[src/sv/arcn_pkg.sv]
// ---------------------------------------------------------------------------
// Arc angle normaliser package
// Types, constants and the arctangent table shared by the normaliser.
// ---------------------------------------------------------------------------
`default_nettype none

package arcn_pkg;

    // How the back end produces the corrected angles of a request.
    typedef enum logic [1:0] {
        MODE_PASS   = 2'd0,
        MODE_ZERO   = 2'd1,
        MODE_CORDIC = 2'd2
    } arcn_mode_t;

    // Register addresses (index in the register list).
    localparam int unsigned REG_CORRECT = 0;

    // Rotation datapath: unit vector 2^26, gain keeps it below 2^27.
    localparam int unsigned RW = 28;
    // Residual angle accumulator of the rotation CORDIC.
    localparam int unsigned ZW = 34;
    localparam logic signed [RW-1:0] UNIT_VEC = RW'(64'd67108864);

    localparam logic [31:0] QUARTER_TURN = 32'h4000_0000;
    localparam logic [31:0] HALF_TURN    = 32'h8000_0000;
    localparam logic [31:0] THREE_QUART  = 32'hC000_0000;
    localparam logic [31:0] EIGHTH_TURN  = 32'h2000_0000;

    // atan(2^-i) in units of 2^32 per turn.
    function automatic logic [31:0] atan_tab(input logic [4:0] i);
        logic [31:0] v;
        unique case (i)
            5'd0:  v = 32'h2000_0000;
            5'd1:  v = 32'h12E4_051E;
            5'd2:  v = 32'h09FB_385B;
            5'd3:  v = 32'h0511_11D4;
            5'd4:  v = 32'h028B_0D43;
            5'd5:  v = 32'h0145_D7E1;
            5'd6:  v = 32'h00A2_F61E;
            5'd7:  v = 32'h0051_7C55;
            5'd8:  v = 32'h0028_BE53;
            5'd9:  v = 32'h0014_5F2F;
            5'd10: v = 32'h000A_2F98;
            5'd11: v = 32'h0005_17CC;
            5'd12: v = 32'h0002_8BE6;
            5'd13: v = 32'h0001_45F3;
            5'd14: v = 32'h0000_A2FA;
            5'd15: v = 32'h0000_517D;
            5'd16: v = 32'h0000_28BE;
            5'd17: v = 32'h0000_145F;
            5'd18: v = 32'h0000_0A30;
            5'd19: v = 32'h0000_0518;
            5'd20: v = 32'h0000_028C;
            5'd21: v = 32'h0000_0146;
            5'd22: v = 32'h0000_00A3;
            5'd23: v = 32'h0000_0051;
            default: v = 32'h0000_0000;
        endcase
        return v;
    endfunction

endpackage

`default_nettype wire

[src/sv/arcn_fifo.sv]
// ---------------------------------------------------------------------------
// Arc angle normaliser request queue
// Short queue between the front end and the CORDIC back end.
// ---------------------------------------------------------------------------
`default_nettype none

module arcn_fifo import arcn_pkg::*; #(
    parameter int unsigned WIDTH = 8
) (
    input  wire logic             aclk,
    input  wire logic             aresetn,
    input  wire logic             wr_valid,
    output logic                  wr_ready,
    input  wire logic [WIDTH-1:0] wr_data,
    output logic                  rd_valid,
    input  wire logic             rd_ready,
    output logic [WIDTH-1:0]      rd_data
);

    localparam int unsigned DEPTH = 4;
    localparam int unsigned AW    = $clog2(DEPTH);

    logic [WIDTH-1:0] buf_reg [0:DEPTH-1];
    logic [AW-1:0]    wptr_reg, rptr_reg;
    logic [AW:0]      count_reg;
    logic             do_wr, do_rd;

    assign wr_ready = count_reg != (AW+1)'(DEPTH);
    assign rd_valid = count_reg != '0;
    assign rd_data  = buf_reg[rptr_reg];
    assign do_wr    = wr_valid && wr_ready;
    assign do_rd    = rd_valid && rd_ready;

    always_ff @(posedge aclk) begin
        if (!aresetn) begin
            wptr_reg  <= '0;
            rptr_reg  <= '0;
            count_reg <= '0;
        end else begin
            if (do_wr) begin
                wptr_reg <= wptr_reg + 1'b1;
            end
            if (do_rd) begin
                rptr_reg <= rptr_reg + 1'b1;
            end
            if (do_wr && !do_rd) begin
                count_reg <= count_reg + 1'b1;
            end else if (do_rd && !do_wr) begin
                count_reg <= count_reg - 1'b1;
            end
        end
    end

    always_ff @(posedge aclk) begin
        if (do_wr) begin
            buf_reg[wptr_reg] <= wr_data;
        end
    end

endmodule

`default_nettype wire

[config.mk]
export PLATFORM = sky130hd
export DESIGN_NAME = arcn_fifo
export DESIGN_NICKNAME = d
export VERILOG_FILES = /design/src/sv/arcn_pkg.sv /design/src/sv/arcn_fifo.sv
export SDC_FILE = /design/constraint.sdc
export NUM_CORES = 1
export LEC_CHECK = 0
export ABC_AREA = 1
export BUFFER_PORTS_ARGS = -buffer_cell sky130_fd_sc_hd__buf_2
export CAP_MARGIN = 20
export CORE_UTILIZATION = 25
export CTS_CLUSTER_SIZE = 30
export DETAILED_ROUTE_END_ITERATION = 6
export SETUP_SLACK_MARGIN = 0.2
export SKIP_LAST_GASP = 1
export SLEW_MARGIN = 15
export SYNTH_ARGS = -nofsm -noshare
export SYNTH_HDL_FRONTEND = slang
export SYNTH_SLANG_ARGS = --single-unit
[constraint.sdc]
create_clock -name aclk -period 3.4 [get_ports aclk]
set_clock_uncertainty 0.1 [all_clocks]
set_input_delay 0.17 -clock aclk [delete_from_list [all_inputs] [get_ports aclk]]
set_output_delay 0.17 -clock aclk [all_outputs]
set_load 0.01 [all_outputs]
Word level (Yosys, flattened, before mapping). Memories as Yosys holds them, arrays and structs flattened. A register that Yosys moved wholly into a read port is not among the register bits. Cells that the tools add are included.

Word-level logic and storage cells: 23. Bits of input ports: 12. Output and inout bits: 10. Memories: 1. Flip-flop bits (word level): 7. RAM bits: 32. ROM bits: 0. Latch bits: 0.

Equality and inequality tests: 1. Shift-type cells: 0. Add/sub/neg operators: 4. Multipliers: 0. Bitwise gates (word level): 0. Mux-type cells: 6. $lt $le $gt $ge: 0. Reductions and logical operators: 8. Div/mod/pow operators: 0.

Memories: buf_reg (words 4, bits a word 8, read ports 1, clocked after memory_dff 1, wr ports 1, RTL line arcn_fifo.sv:23) `logic [WIDTH-1:0] buf_reg [0:DEPTH-1];`.

Operators with widths (number): 3-bit two-way mux (2); 2-bit by 1-bit adder with 2-bit output, second input constant (2); 1-bit logical AND (4); 2-bit two-way mux (2); 3-bit by 1-bit adder with 3-bit output, second input constant (1); 3-bit inequality test, second input constant (1); 3-bit nonzero test (1); 3-bit by 1-bit subtractor with 3-bit output, second input constant (1); 1-bit zero test (2); 1-bit two-way mux (2); 2-bit nonzero test (1).

Depth between registers and ports, before layout.
Depth after elaboration: 6. Depth in mapped cells: 13. Mapped depth without buffers: 13.

Worst setup path after synthesis. No wires, ideal clock.

Path type: register to register. Start: register count_reg[1]. End: register count_reg[1]. Library setup time: 0.116 ns. Cell stages (with the launch flop): 10. Required time: 3.184 ns. Slack: 1.594 ns. Path buffers: 0. Clock period less this slack: 1.806 ns. Arrival: 1.590 ns. Cell sequence: dfxtp_1 nor2_2 nand2_2 nand2_2 inv_2 ha_1 inv_1 fa_1 o21ai_0 nor2_1.

Longest elaborated chain between the ends: 5. Elaborated cells on any way between the ends: 13. Those cells by class: add/sub: 2; eq/ne: 1; mux: 2; reduce/logical: 8.

RTL lines: from (decl) (RTL line arcn_fifo.sv:25) `logic [AW:0] count_reg;`; from (signal assigned) (RTL line arcn_fifo.sv:47) `count_reg <= count_reg + 1'b1;`; from (signal assigned) (RTL line arcn_fifo.sv:49) `count_reg <= count_reg - 1'b1;`; 3-bit inequality test (*) (RTL line arcn_fifo.sv:28) `assign wr_ready = count_reg != (AW+1)'(DEPTH);`; via wr_ready (RTL line arcn_fifo.sv:13) `output logic wr_ready,`; 1-bit logical AND (*) (RTL line arcn_fifo.sv:31) `assign do_wr = wr_valid && wr_ready;`; via do_wr (RTL line arcn_fifo.sv:26) `logic do_wr, do_rd;`; 1-bit zero test (RTL line arcn_fifo.sv:48) `end else if (do_rd && !do_wr) begin`; 1-bit logical AND (RTL line arcn_fifo.sv:48); 2-bit nonzero test (no source line).

The timed path passes the listed nets; every way through them passes the cells marked *. The select of a mux whose other input is x is not followed. A chain may end at the register's enable or synchronous reset.

==> run_summary.xml <==
<?xml version="1.0" encoding="UTF-8"?>
<metrics>
  <group name="run_status">
    <metric name="status" unit="">finished with violations</metric>
    <metric name="failed_checks" unit="">DRC</metric>
  </group>
  <group name="synthesis">
    <metric name="synth.yosys.seq_area_share" unit="">0.676</metric>
    <metric name="synth_area_leaders" unit="">sky130_fd_sc_hd__edfxtp_1 (57%), sky130_fd_sc_hd__dfxtp_1 (11%), sky130_fd_sc_hd__nor2_1 (6.2%)</metric>
    <metric name="yosysUniqueCellTypes" unit="">19</metric>
    <metric name="ys.warnings.count" unit="">0</metric>
    <metric name="synth.cell_area" unit="um^2">1690</metric>
    <metric name="synth_nets" unit="">162</metric>
    <metric name="synth_top_area_frac" unit="">0.569</metric>
    <metric name="total_of_flip_flops_plus_latches_after_synthesis" unit="">41</metric>
    <metric name="synth_largest_area_cell" unit="">sky130_fd_sc_hd__edfxtp_1</metric>
    <metric name="syn-mean-instance-area" unit="um^2">11.7</metric>
    <metric name="synth_cells" unit="">144</metric>
  </group>
  <group name="route">
    <metric name="avgViaCountPerCell" unit="">4.26</metric>
    <metric name="routed_wirelength" unit="mm">2.98</metric>
    <metric name="route.detailed.wl_per_inst" unit="um">11.7</metric>
    <metric name="via_count_of_the_routed_design" unit="">1091</metric>
    <metric name="initial_drt_pass_iterations" unit="">6</metric>
    <metric name="first_iteration_detailed_routing_drc_count" unit="">64</metric>
    <metric name="drc_errors" unit="">4</metric>
    <metric name="final_antenna_violating_net_count" unit="">0</metric>
  </group>
  <group name="floorplan">
    <metric name="dieArea" unit="um^2">7080</metric>
    <metric name="start_util" unit="">0.263</metric>
    <metric name="pin_count" unit="">22</metric>
    <metric name="std_cell_rows" unit="">29</metric>
    <metric name="dieWidth" unit="um">84.2</metric>
    <metric name="coreArea" unit="um^2">6420</metric>
    <metric name="chipHeight" unit="um">84.2</metric>
  </group>
  <group name="setup_path">
    <metric name="crit_slowest_cell" unit="">sky130_fd_sc_hd__dfxtp_1</metric>
    <metric name="worstRegToRegCells" unit="">9</metric>
    <metric name="cp_data_required_time" unit="ns">3.13</metric>
    <metric name="timing.critical_path.from_type" unit="">flop</metric>
    <metric name="cpPeakStageDelay" unit="ns">0.72</metric>
    <metric name="cpLargestDelayFamily" unit="">flip-flops</metric>
    <metric name="cp_max_fo" unit="">17</metric>
    <metric name="endpoint_kind" unit="">output port</metric>
    <metric name="worst-setup-path-type" unit="">reg2out</metric>
    <metric name="critical_path.n_buffers_inverters" unit="">2</metric>
    <metric name="regToRegEndpoint" unit="">count_reg[1]</metric>
    <metric name="critical_path.cell_chain" unit="">inv_2 -&gt; o21ai_0 -&gt; o22ai_1 -&gt; buf_2</metric>
    <metric name="r2r_slack" unit="ns">1.46</metric>
    <metric name="reg2reg_from" unit="">count_reg[1]</metric>
    <metric name="timing.critical_path.arrival" unit="ns">1.79</metric>
  </group>
  <group name="timing">
    <metric name="final_hold_viol_count" unit="">0</metric>
    <metric name="post-route-min-period" unit="ns">2.06</metric>
    <metric name="finalSetupViolCount" unit="">0</metric>
    <metric name="setup_total_negative_slack" unit="ns">0</metric>
    <metric name="grt_setup_unrepaired" unit="">no</metric>
    <metric name="slew_violations" unit="">0</metric>
    <metric name="max_slew.worst_pin.slew" unit="ns">0.826</metric>
    <metric name="final.setup.worst_slack" unit="ns">1.34</metric>
    <metric name="maximum_clock_frequency" unit="MHz">485</metric>
    <metric name="finalCritPeriodShare" unit="">0.607</metric>
    <metric name="worst_slew_margin_rel" unit="">0.447</metric>
  </group>
  <group name="layout">
    <metric name="layout.cells.most_common" unit="">sky130_fd_sc_hd__edfxtp_1</metric>
    <metric name="largest_register_ff_count" unit="">32</metric>
    <metric name="n_fill_cell" unit="">644</metric>
    <metric name="final_layout_size_suffix_gt1_frac" unit="">0.218</metric>
    <metric name="highest_count_cells_in_the_layout_ignoring_fill_and_taps" unit="">sky130_fd_sc_hd__edfxtp_1 (32), sky130_fd_sc_hd__nor2_1 (28), sky130_fd_sc_hd__buf_2 (21)</metric>
    <metric name="antenna_cells" unit="">0</metric>
    <metric name="final_net_count" unit="">196</metric>
    <metric name="seqCellArea" unit="um^2">1140</metric>
    <metric name="multi_input_comb_area" unit="um^2">464</metric>
    <metric name="layout-area-overhead-vs-synth" unit="%">21.4</metric>
  </group>
  <group name="global_route">
    <metric name="global_route_wire_length_before_repair" unit="mm">5.00</metric>
    <metric name="globalRouteOverflowTotal" unit="">0</metric>
    <metric name="grt_start_max_net_pins" unit="">18</metric>
    <metric name="grt_pass1_vias" unit="">1064</metric>
    <metric name="grt_util_all_layers" unit="">0.0951</metric>
    <metric name="antenna_violations_before_repair" unit="">0</metric>
  </group>
  <group name="clock_network">
    <metric name="resized_after_cts" unit="">0</metric>
    <metric name="clock_root_buffer" unit="">sky130_fd_sc_hd__clkbuf_8</metric>
    <metric name="clk-insertion-delay-late" unit="ns">0.29</metric>
    <metric name="numCtsBuffers" unit="">5</metric>
    <metric name="cts_tree" unit="">done</metric>
    <metric name="path_clk_slew" unit="ns">0.07</metric>
    <metric name="ctsHtreeMaxLevel" unit="">2</metric>
    <metric name="max_clock_buf_depth" unit="">2</metric>
    <metric name="cts.sink_count" unit="">41</metric>
  </group>
  <group name="placement">
    <metric name="dp_slack" unit="ns">1.46</metric>
    <metric name="io_buffers" unit="">21</metric>
    <metric name="hpwlAfterDp" unit="mm">1.99</metric>
    <metric name="routabilityCongestion" unit="">0.738</metric>
  </group>
  <group name="power_and_ir_drop">
    <metric name="power_density" unit="nW/um^2">688</metric>
    <metric name="power_leakage" unit="nW">0.780</metric>
    <metric name="vdd.ir_drop.worst" unit="V">0.000363</metric>
  </group>
  <group name="hold_path">
    <metric name="holdPathEnd" unit="">wptr_reg[1]</metric>
    <metric name="timing.hold.worst_path_depth" unit="">3</metric>
    <metric name="hold_path.startpoint" unit="">aresetn</metric>
    <metric name="min_path_type" unit="">in2reg</metric>
  </group>
  <group name="run">
    <metric name="number_of_maximum_capacitance_violations" unit="">0</metric>
  </group>
</metrics>
per-stage QoR:
stage,power (mW),util,instance area [um^2],std cells,hold WS [ns]
after floorplan,0.951,-,1690,144,0.169
after global placement,1.07,0.291,1870,240,0.288
after detailed placement,1.07,0.291,1870,240,0.287
after CTS,1.43,0.319,2050,256,0.0364
after global routing,1.51,0.319,2050,256,0.0479
final,1.41,0.319,2050,256,0.0470
layout make-up:
class	instances	share of cell area
clock buffers	7	0.0476
clock inverters	1	0.00244
inverters	16	0.0293
multi-input cells	85	0.226
flip-flops and latches	41	0.557
well taps	77	0.0470
repair buffers	29	0.0904
metal layers:
metal,global-route usage,routed length [um]
met1,0.112,1400
met2,0.153,1410
met3,0.0423,154
met4,0.0376,23
met5,0,0
Yosys cell counts (all sizes together):
library cell	instances
edfxtp	32
nor2	30
nand3	4
nand3b	1
fa	1
inv	16
ha	5
o22ai	8
xor2	1
nand2	15
buf	2
o21ai	17
a21oi	3
dfxtp	9
worst max path at each step:
stage | start | end | slack [ns] | depth (start not counted)
finish | flop | rd_data[0] | 1.34 | 4
floorplan | count_reg[1] | count_reg[1] | 1.59 | 9
CTS | flop | rd_data[6] | 1.29 | 4
global placement | count_reg[1] | count_reg[1] | 1.55 | 9
detailed placement | count_reg[1] | count_reg[1] | 1.46 | 9
global route | flop | rd_data[7] | 1.20 | 4
power breakdown:
group	switching (mW)	internal [mW]	total (mW)
Clock	0.159	0.188	0.347
Sequential	0.0574	0.615	0.673
Combinational	0.239	0.151	0.390
Total	0.456	0.954	1.41
what timing repair did:
| item | CTS | global route |
|---|---|---|
| hold buffers | 8 | 0 |
| setup buffers | 0 | 0 |
| hold endpoints to repair | 32 | 0 |
worst reg2reg max path: cells and delay by family, from the launching register on:
family	cells	cell delay (ns)
AND/OR/NAND/NOR	4	0.42
AO/OA/AOI/OAI	1	0.21
buffers and inverters	2	0.14
flip-flops	1	0.34
adder cells (fa/ha/maj)	2	0.61
cells by family (layout without fill, tap and decap cells):
| logic type | Yosys count | after routing | share of synthesized area |
|---|---|---|---|
| fa+ha+maj | 6 | 6 | 0.0489 |
| simple gates | 50 | 50 | 0.125 |
| flops | 41 | 41 | 0.676 |
| buf+inv | 18 | 53 | 0.0489 |
| compound gates | 28 | 28 | 0.0956 |
| xor+xnor | 1 | 1 | 0.00519 |
(Power assumes the default switching activity.)
