## src/sv/arcn_pkg.sv

```systemverilog
// ---------------------------------------------------------------------------
// Arc angle normaliser package
// Types, constants and the arctangent table shared by the normaliser.
// ---------------------------------------------------------------------------
`default_nettype none

package arcn_pkg;

    // How the back end produces the corrected angles of a request.
    typedef enum logic [1:0] {
        MODE_PASS   = 2'd0,
        MODE_ZERO   = 2'd1,
        MODE_CORDIC = 2'd2
    } arcn_mode_t;

    // Register addresses (index in the register list).
    localparam int unsigned REG_CORRECT = 0;

    // Rotation datapath: unit vector 2^26, gain keeps it below 2^27.
    localparam int unsigned RW = 28;
    // Residual angle accumulator of the rotation CORDIC.
    localparam int unsigned ZW = 34;
    localparam logic signed [RW-1:0] UNIT_VEC = RW'(64'd67108864);

    localparam logic [31:0] QUARTER_TURN = 32'h4000_0000;
    localparam logic [31:0] HALF_TURN    = 32'h8000_0000;
    localparam logic [31:0] THREE_QUART  = 32'hC000_0000;
    localparam logic [31:0] EIGHTH_TURN  = 32'h2000_0000;

    // atan(2^-i) in units of 2^32 per turn.
    function automatic logic [31:0] atan_tab(input logic [4:0] i);
        logic [31:0] v;
        unique case (i)
            5'd0:  v = 32'h2000_0000;
            5'd1:  v = 32'h12E4_051E;
            5'd2:  v = 32'h09FB_385B;
            5'd3:  v = 32'h0511_11D4;
            5'd4:  v = 32'h028B_0D43;
            5'd5:  v = 32'h0145_D7E1;
            5'd6:  v = 32'h00A2_F61E;
            5'd7:  v = 32'h0051_7C55;
            5'd8:  v = 32'h0028_BE53;
            5'd9:  v = 32'h0014_5F2F;
            5'd10: v = 32'h000A_2F98;
            5'd11: v = 32'h0005_17CC;
            5'd12: v = 32'h0002_8BE6;
            5'd13: v = 32'h0001_45F3;
            5'd14: v = 32'h0000_A2FA;
            5'd15: v = 32'h0000_517D;
            5'd16: v = 32'h0000_28BE;
            5'd17: v = 32'h0000_145F;
            5'd18: v = 32'h0000_0A30;
            5'd19: v = 32'h0000_0518;
            5'd20: v = 32'h0000_028C;
            5'd21: v = 32'h0000_0146;
            5'd22: v = 32'h0000_00A3;
            5'd23: v = 32'h0000_0051;
            default: v = 32'h0000_0000;
        endcase
        return v;
    endfunction

endpackage

`default_nettype wire

```

## src/sv/arcn_front.sv

```systemverilog
// ---------------------------------------------------------------------------
// Arc angle normaliser front end
// Accepts requests, wraps both angles into one turn and classifies them.
// ---------------------------------------------------------------------------
`default_nettype none

module arcn_front import arcn_pkg::*; #(
    parameter int unsigned ANGLE_FRAC_BITS = 16,
    parameter int unsigned DIM_BITS        = 20,
    localparam int unsigned FW = 2 * ANGLE_FRAC_BITS + 2 * DIM_BITS + 3
) (
    input  wire logic                aclk,
    input  wire logic                aresetn,
    input  wire logic                correct,
    input  wire logic                in_valid,
    output logic                     in_ready,
    input  wire logic [31:0]         in_start,
    input  wire logic [31:0]         in_stop,
    input  wire logic [DIM_BITS-1:0] in_width,
    input  wire logic [DIM_BITS-1:0] in_height,
    output logic                     push_valid,
    input  wire logic                push_ready,
    output logic [FW-1:0]            push_data
);

    logic              vld_reg;
    logic [FW-1:0]     item_reg;
    logic [ANGLE_FRAC_BITS-1:0] st_w, sp_w;
    arcn_mode_t        mode;

    assign st_w = in_start[ANGLE_FRAC_BITS-1:0];
    assign sp_w = in_stop[ANGLE_FRAC_BITS-1:0];

    always_comb begin
        priority if (!correct) begin
            mode = MODE_PASS;
        end else if (in_width == '0 && in_height == '0) begin
            mode = MODE_ZERO;
        end else if (in_width == in_height) begin
            mode = MODE_PASS;
        end else begin
            mode = MODE_CORDIC;
        end
    end

    assign in_ready   = !vld_reg || push_ready;
    assign push_valid = vld_reg;
    assign push_data  = item_reg;

    always_ff @(posedge aclk) begin
        if (!aresetn) begin
            vld_reg <= 1'b0;
        end else if (in_valid && in_ready) begin
            vld_reg <= 1'b1;
        end else if (push_ready) begin
            vld_reg <= 1'b0;
        end
    end

    always_ff @(posedge aclk) begin
        if (in_valid && in_ready) begin
            item_reg <= {mode, (st_w == sp_w), in_height, in_width, sp_w, st_w};
        end
    end

endmodule

`default_nettype wire

```

## config.mk

```make
export PLATFORM = sky130hd
export DESIGN_NAME = arcn_front
export DESIGN_NICKNAME = d
export VERILOG_FILES = /design/src/sv/arcn_pkg.sv /design/src/sv/arcn_front.sv
export SDC_FILE = /design/constraint.sdc
export NUM_CORES = 1
export LEC_CHECK = 0
export ABC_AREA = 1
export BUFFER_PORTS_ARGS = -buffer_cell sky130_fd_sc_hd__buf_2
export CORE_ASPECT_RATIO = 1.75
export CORE_MARGIN = 5
export CORE_UTILIZATION = 33
export DETAILED_ROUTE_END_ITERATION = 8
export HOLD_SLACK_MARGIN = 0.1
export SKIP_CTS_REPAIR_TIMING = 1
export SYNTH_ARGS = -nofsm -noshare
export SYNTH_HDL_FRONTEND = slang
export SYNTH_SLANG_ARGS = --single-unit
```

## constraint.sdc

```tcl
create_clock -name aclk -period 6.13 [get_ports aclk]
set_clock_uncertainty 0.15 [all_clocks]
set_input_delay 0.3065 -clock aclk [delete_from_list [all_inputs] [get_ports aclk]]
set_output_delay 0.3065 -clock aclk [all_outputs]
set_load 0.01 [all_outputs]
```

* After elaboration in Yosys (flattened, before gate mapping)
Cells that the tools add are included.
Cells by class: equal/unequal tests 2, mux-type cells 4, bitwise operators 1, reduce and logical (&&, ||, !) cells 8
Operator list (number):
- zero test 20 bit | 2
- equality test 20 bit | 1
- equality test 16 bit | 1
- two-way mux 1 bit | 3
- logical AND 1 bit | 2
- two-way mux 2 bit | 1
- nonzero test 2 bit | 1
- OR reduction 2 bit | 1
- zero test 1 bit | 1
- logical OR 1 bit | 1
- inverter 1 bit | 1
Word-level totals: register bits after elaboration 76, bits of input ports 109, output and inout bits 77, word-level logic and storage cells 19

* Longest topological paths before layout
Gate-level depths: netlist of the first run.
depth in word-level cells 4, gate-level depth with buffers 8, depth with buffers taken out 8

* Worst setup path after synthesis of the first run
No wires, ideal clock.
kind register to register, from reg vld_reg (netlist: push_valid), to reg item_reg[0] (netlist: push_data[0]), enable pin, library setup time 0.533 ns, arrival time 4.012 ns, data required time 5.447 ns, setup slack 1.435 ns, stages on the path, launching flop included 2, buffers on the path 0, period minus slack after synthesis 4.695 ns, cell sequence dfxtp_1 a21oi_1
Between the ends: word-level cells in the longest chain between the ends 3
Ends and longest elaborated chain:
- start: declaration | RTL line arcn_front.sv:26 | logic vld_reg;
- start signal: assignment | RTL line arcn_front.sv:52 | vld_reg <= 1'b0;
- start signal: assignment | RTL line arcn_front.sv:54 | vld_reg <= 1'b1;
- start signal: assignment | RTL line arcn_front.sv:56 | vld_reg <= 1'b0;
- zero test 1 bit | RTL line arcn_front.sv:46 | assign in_ready = !vld_reg || push_ready;
- logical OR 1 bit | RTL line arcn_front.sv:46
- logical AND 1 bit | RTL line arcn_front.sv:61 | if (in_valid && in_ready) begin
- end signal: assignment | RTL line arcn_front.sv:62 | item_reg <= {mode, (st_w == sp_w), in_height, in_width, sp_w, st_w};
- end: declaration | RTL line arcn_front.sv:27 | logic [FW-1:0] item_reg;
Every way passes these cells. A chain may end at the register's enable or synchronous reset.

* Worst setup path after layout of the first run
from reg vld_reg (netlist: push_valid), to reg item_reg[45] (netlist: push_data[45]), enable pin
Same word-level chain as after synthesis.

==> results.toml, run 1 <==
[yosys]
synth.largest_area_cell = "edfxtp_1"
yosysSeqAreaShare_pct = 75.5
ys_seq_elements = 76
synth_area_leaders = "edfxtp_1 (75%), nand2_1 (7.6%), xnor2_1 (4.7%)"
synth_area_mm2 = 0.00301
synth_top_area_share_pct = 74.8
syn_inst = 236
ys_warn_count = 0
synth.distinct_cells = 18
syn_nets = 345
synth.avg_cell_area_um2 = 12.8

[setup_path]
cp.arrival_ps = 1590
cp_slowest_cell = "buf_4"
r2r_start = "push_valid$_SDFFE_PN0P_"
crit_type = "register to register"
crit_path_start_kind = "register"
path_cells = "a21oi_4 > buf_4"
critPathMaxStageDelay_ps = 730
ff2ff_setup_slack_ps = 4340
critPathMaxFanout = 75
r2r-end = "push_data[45]$_DFFE_PP_"
required_ps = 5920
r2r_cells = 2
cp-end-kind = "register"

[clock_tree]
cts_made_buffers = 9
cts_root_buf = "clkbuf_16"
h-tree-depth = 3
insertion_delay_ps = 320
cts_tree = "done"
clkSinkCount = 76
clk_path_buf_depth = 2
cts.clk_slew.worst_paths_ps = 50

[finish]
diodes = 0
drive_gt1_share_pct = 36.5
fillCellCount = 780
layout.nets = 583
syn_to_final_growth_pct = 65.5

[floorplan]
start_util_pct = 33.5
die_w_um = 82.2
fp.coreArea_mm2 = 0.00898
rows = 46
die_y_um = 136
fp.dieArea_mm2 = 0.0112
ios = 186

[global_route]
antenna_found_initial = 0
grt_max_degree = 76
grt_pass1_wl_um = 10500
grt_pass1_vias = 2245
overflow = 0
track_usage_pct = 12.8

[placement]
io_buffers = 153
place.gp.congestion = 0.717
dp_hpwl_um = 5630

[power]
vdd_drop_max_mv = 0.140
p_leak_nw = 2.20
power_density_mw_per_mm2 = 263
p_total_w = 0.00131

[sta]
drv_slew = 0
worst_pin_slew_ps = 952
period_needed_ps = 1790
fin_crit_sh_pct = 29.2
fin_setup_tns_ps = 0
max_freq_ghz = 0.558
setup_viol = 0
hold_violations = 0
rsz0062_at_grt = "no"
relSlewSlack_pct = 36.6

[min_path]
hold_depth = 3
holdPathEnd = "push_valid$_SDFFE_PN0P_"
hp-start = "in_valid"
hold_class = "input port to register"

[route]
dr.pass1.iters = 4
first_iter_violations = 44
wl_um = 7790
vias = 2475
wire_per_inst_um = 13.0
viasPerCell = 4.13
drc = 0
drtAntennaViolNets = 0

[outcome]
status = "completed"

[job]
max_cap_viol_count = 0
power breakdown:
part           total [W]  leakage, nW  internal, W  switching, W
combinational   0.000168         1.32    0.0000851     0.0000830
sequential      0.000615        0.734     0.000608    0.00000735
clock           0.000528        0.150     0.000349      0.000179
total            0.00131         2.20      0.00104      0.000269
flip-flops by register name, summed over array words and instances (netlist names):
| signal | cells |
|---|---|
| push_data | 75 |
| push_valid | 1 |
final cells by class:
type / instances / area [um2] / share of cell area, %
multi-input combinational: 132 / 644 / 12.9
clock inverter: 1 / 30.0 / 0.603
timing repair buffer: 227 / 1500 / 30.2
tap: 120 / 150 / 3.01
inverter: 28 / 105 / 2.11
sequential: 76 / 2270 / 45.6
clock buffer: 15 / 278 / 5.57
worst max path at each step:
stage | start | end | slack, ps | cells after the start
2_1_floorplan | push_valid$_SDFFE_PN0P_ | push_data[0]$_DFFE_PP_ | 1440 | 1
3_3_place_gp | push_ready | push_data[25]$_DFFE_PP_ | 4290 | 4
3_5_place_dp | push_ready | push_data[25]$_DFFE_PP_ | 4250 | 4
4_1_cts | push_valid$_SDFFE_PN0P_ | push_data[2]$_DFFE_PP_ | 4330 | 2
5_1_grt | in_height[12] | push_data[74]$_SDFFCE_PP0P_ | 4260 | 8
6_report | push_valid$_SDFFE_PN0P_ | push_data[45]$_DFFE_PP_ | 4340 | 2
critical path, delay by kind of cell (launching register included):
family	cells	cell delay, ps
flops	1	340
buf+inv	1	730
compound gates	1	140
metal layers:
| metal | up-vias | share of wire [%] | track usage [%] |
|---|---|---|---|
| li1 | 1257 | - | - |
| met1 | 1117 | 34 | 11.6 |
| met3 | 8 | 7.5 | 4.77 |
| met5 | - | 0 | 0 |
| met4 | 0 | 1.4 | 5.82 |
| met2 | 93 | 57 | 24.0 |
per-stage QoR:
step                      instances  worst slack [ps]  util, %  cell area, um2  hold slack (ps)
after floorplan                 236              1440        -            3010              255
after global routing            599              4260     55.5            4980              173
final                           599              4340     55.5            4980              166
after detailed placement        510              4250     43.9            3950              350
after CTS                       526              4330     47.4            4250             6.98
after global placement          510              4290     43.9            3950              350
synth_stat cells (all sizes together):
| library cell | n |
|---|---|
| xnor2 | 16 |
| nor2 | 34 |
| a21oi | 1 |
| o21ai | 1 |
| or2 | 3 |
| inv | 28 |
| nand3 | 6 |
| edfxtp | 75 |
| dfxtp | 1 |
| a21boi | 1 |
| o21bai | 1 |
| o211ai | 1 |
| xor2 | 4 |
| nor3 | 3 |
| nand2 | 61 |
cells by family (layout without fill, tap and decap cells):
family / Yosys count / count (layout) / share of synthesized area [%]
AO/OA/AOI/OAI: 5 / 5 / 1.08
XOR/XNOR: 20 / 20 / 5.82
buffers and inverters: 28 / 271 / 3.49
flip-flops: 76 / 76 / 75.5
AND/OR/NAND/NOR: 107 / 107 / 14.1
layout by cell type, fill, tap and decap left out, drive strengths merged:
| master | instances |
|---|---|
| edfxtp | 75 |
| a21oi | 1 |
| xor2 | 4 |
| nand3 | 6 |
| o21ai | 1 |
| clkbuf | 15 |
| o21bai | 1 |
| nor2 | 34 |
| or2 | 3 |
| nor3 | 3 |
| nand2 | 61 |
| bufinv | 1 |
| dlygate4sd3 | 73 |
| buf | 154 |
| inv | 28 |
| dfxtp | 1 |
| xnor2 | 16 |
| a21boi | 1 |
| o211ai | 1 |
No activity file was read; power rests on OpenSTA's default activity.
==> run 2: changes to the inputs <==
--- a/config.mk
+++ b/config.mk
@@ -12,6 +12,7 @@
 export CORE_UTILIZATION = 33
 export DETAILED_ROUTE_END_ITERATION = 8
 export HOLD_SLACK_MARGIN = 0.1
+export PLACE_DENSITY = 0.67
 export SKIP_CTS_REPAIR_TIMING = 1
 export SYNTH_ARGS = -nofsm -noshare
 export SYNTH_HDL_FRONTEND = slang
==> constraint.sdc (replaced) <==
create_clock -name aclk -period 1.6 [get_ports aclk]
set_clock_uncertainty 0.15 [all_clocks]
set_input_delay 0.08 -clock aclk [delete_from_list [all_inputs] [get_ports aclk]]
set_output_delay 0.08 -clock aclk [all_outputs]
set_load 0.01 [all_outputs]
==> run 2 against run 1 <==
  * First-iteration DRC count up 23%
  * Global-route usage shrank 0.47 points
  * Clock-buffer cell count decreased by 5
  * Critical endpoint is now push_data[74]$_SDFFCE_PP0P_
  * Largest power group unchanged
  * Highest routed layer unchanged
==> results.toml, run 2 (synthesis gave the netlist of run 1 again) <==
[power]
power_density_mw_per_mm2 = 950
p_leak_nw = 2.20
vdd_drop_max_mv = 0.493

[finish]
drive_gt1_share_pct = 36.7
layout.nets = 586
fillCellCount = 752
regArea_mm2 = 0.00227
syn_to_final_growth_pct = 65.3
largest_register_ffs = 75
multi_input_area_um2 = 644
finalInstanceArea_mm2 = 0.00498
final_common_cell = "buf_2"
diodes = 0
layout_common_cells = "buf_2 (153), dlygate4sd3_1 (75), edfxtp_1 (75), nand2_1 (61), nor2_1 (32)"
fin_util_pct = 55.4

[setup_path]
cpMostUsedCell = "nor2_1"
cp.arrival_ps = 1390
required_ps = 1530
cp_num_buf_inv = 2
crit_family = "buffers and inverters"
cp-end-kind = "register"
critPathMaxStageDelay_ps = 550
crit_path_start_kind = "input port"
crit_type = "input port to register"
path_cells = "dlygate4sd3_1 > buf_2 > xnor2_1 > nand2_1 > nor2_1 > nand2_1 > nor2_1 > nor2_1"
cp_slowest_cell = "dlygate4sd3_1"
critPathMaxFanout = 3

[placement]
dp_hpwl_um = 5720
io_buffers = 153
placed_cell_area_mm2 = 0.00398
place.gp.congestion = 0.727

[route]
first_iter_violations = 54
vias = 2483
drc = 0
wire_per_inst_um = 13.5
viasPerCell = 4.14
drtAntennaViolNets = 0
dr.pass1.iters = 4
wl_um = 8070

[sta]
rsz0062_at_grt = "no"
relSlewSlack_pct = 85.3
hold_violations = 0
fin_setup_tns_ps = 0
fin_crit_sh_pct = 91.3
drv_slew = 0
setup_viol = 0
period_needed_ps = 1460
max_freq_ghz = 0.685
worst_pin_slew_ps = 221

[global_route]
grt_pass1_wl_um = 10000
overflow = 0
antenna_found_initial = 0
track_usage_pct = 12.3
grt_pass1_vias = 2193
grt_max_degree = 43

[clock_tree]
h-tree-depth = 3
cts_tree = "done"
clk_path_buf_depth = 2
cts.clk_slew.worst_paths_ps = 50
cts_made_buffers = 9
clkSinkCount = 76
insertion_delay_ps = 320
cts_root_buf = "clkbuf_16"

[floorplan]
ios = 186
fp.dieArea_mm2 = 0.0112
die_y_um = 136
die_w_um = 82.2
fp.coreArea_mm2 = 0.00898
rows = 46
start_util_pct = 33.5

[outcome]
status = "completed"

[min_path]
hold_class = "input port to register"

[job]
max_cap_viol_count = 0
-- run 2: cell count changes in the layout (fill, tap and decap cells not counted) --
cell | before | now
clkbuf_1 | 3 | 1
dlygate4sd3_1 | 73 | 75
dfxtp_2 | 0 | 1
bufinv_16 | 1 | 0
dfxtp_1 | 1 | 0
clkinv_2 | 0 | 3
clkbuf_8 | 3 | 0
buf_12 | 0 | 2
clkinv_1 | 0 | 1
buf_4 | 1 | 0
-- run 2: worst paths after layout --
path / from / end / slack (ps) / depth (start not counted)
worst min register to register: push_valid$_SDFFE_PN0P_ / push_data[62]$_DFFE_PP_ / 640 / 2
worst max-delay path: in_height[5] / push_data[74]$_SDFFCE_PP0P_ / 140 / 8
worst max register to register: push_valid$_SDFFE_PN0P_ / push_valid$_SDFFE_PN0P_ / 280 / 3
worst min-delay path: in_width[16] / push_data[73]$_SDFFCE_PN0P_ / 160 / 6
-- run 2: final cells by class --
type | count | area share (%)
Clock buffer | 10 | 4.60
Inverter | 28 | 2.11
Sequential cell | 76 | 45.7
Tap cell | 120 | 3.02
Multi-Input combinational cell | 132 | 12.9
Timing Repair Buffer | 230 | 31.3
Clock inverter | 4 | 0.377
-- run 2: power breakdown --
part	total (W)	internal (W)	switching [W]	leakage [nW]
combinational	0.000666	0.000341	0.000325	1.34
clock	0.00171	0.00102	0.000694	0.125
sequential	0.00235	0.00233	0.0000254	0.735
total	0.00473	0.00368	0.00104	2.20
-- run 2: layer usage --
metal  up-vias  share of wire [%]  global-route usage (%)
li1       1262                  -                       -
met1      1111                 33                    11.2
met2       103                 58                    22.9
met3         7                8.0                    5.70
met4         0               0.97                    4.44
met5         -                  0                       0
-- run 2: worst reg2reg max path, delay by kind of cell, from the launching register on --
| family | cells | cell delay [ps] |
|---|---|---|
| DFF | 1 | 350 |
| buffers and inverters | 1 | 560 |
| and+or+nand+nor | 1 | 70 |
| AOI/OAI and AO/OA | 1 | 130 |
-- run 2: metrics by stage --
step	power (W)	hold WS (ps)	worst slack, ps	cells
detailed placement	0.00292	124	243	511
global route	0.00496	209	16.1	600
global placement	0.00291	123	267	511
finish	0.00473	160	140	600
CTS	0.00464	-221	312	525
floorplan	0.00262	28.9	-595	236
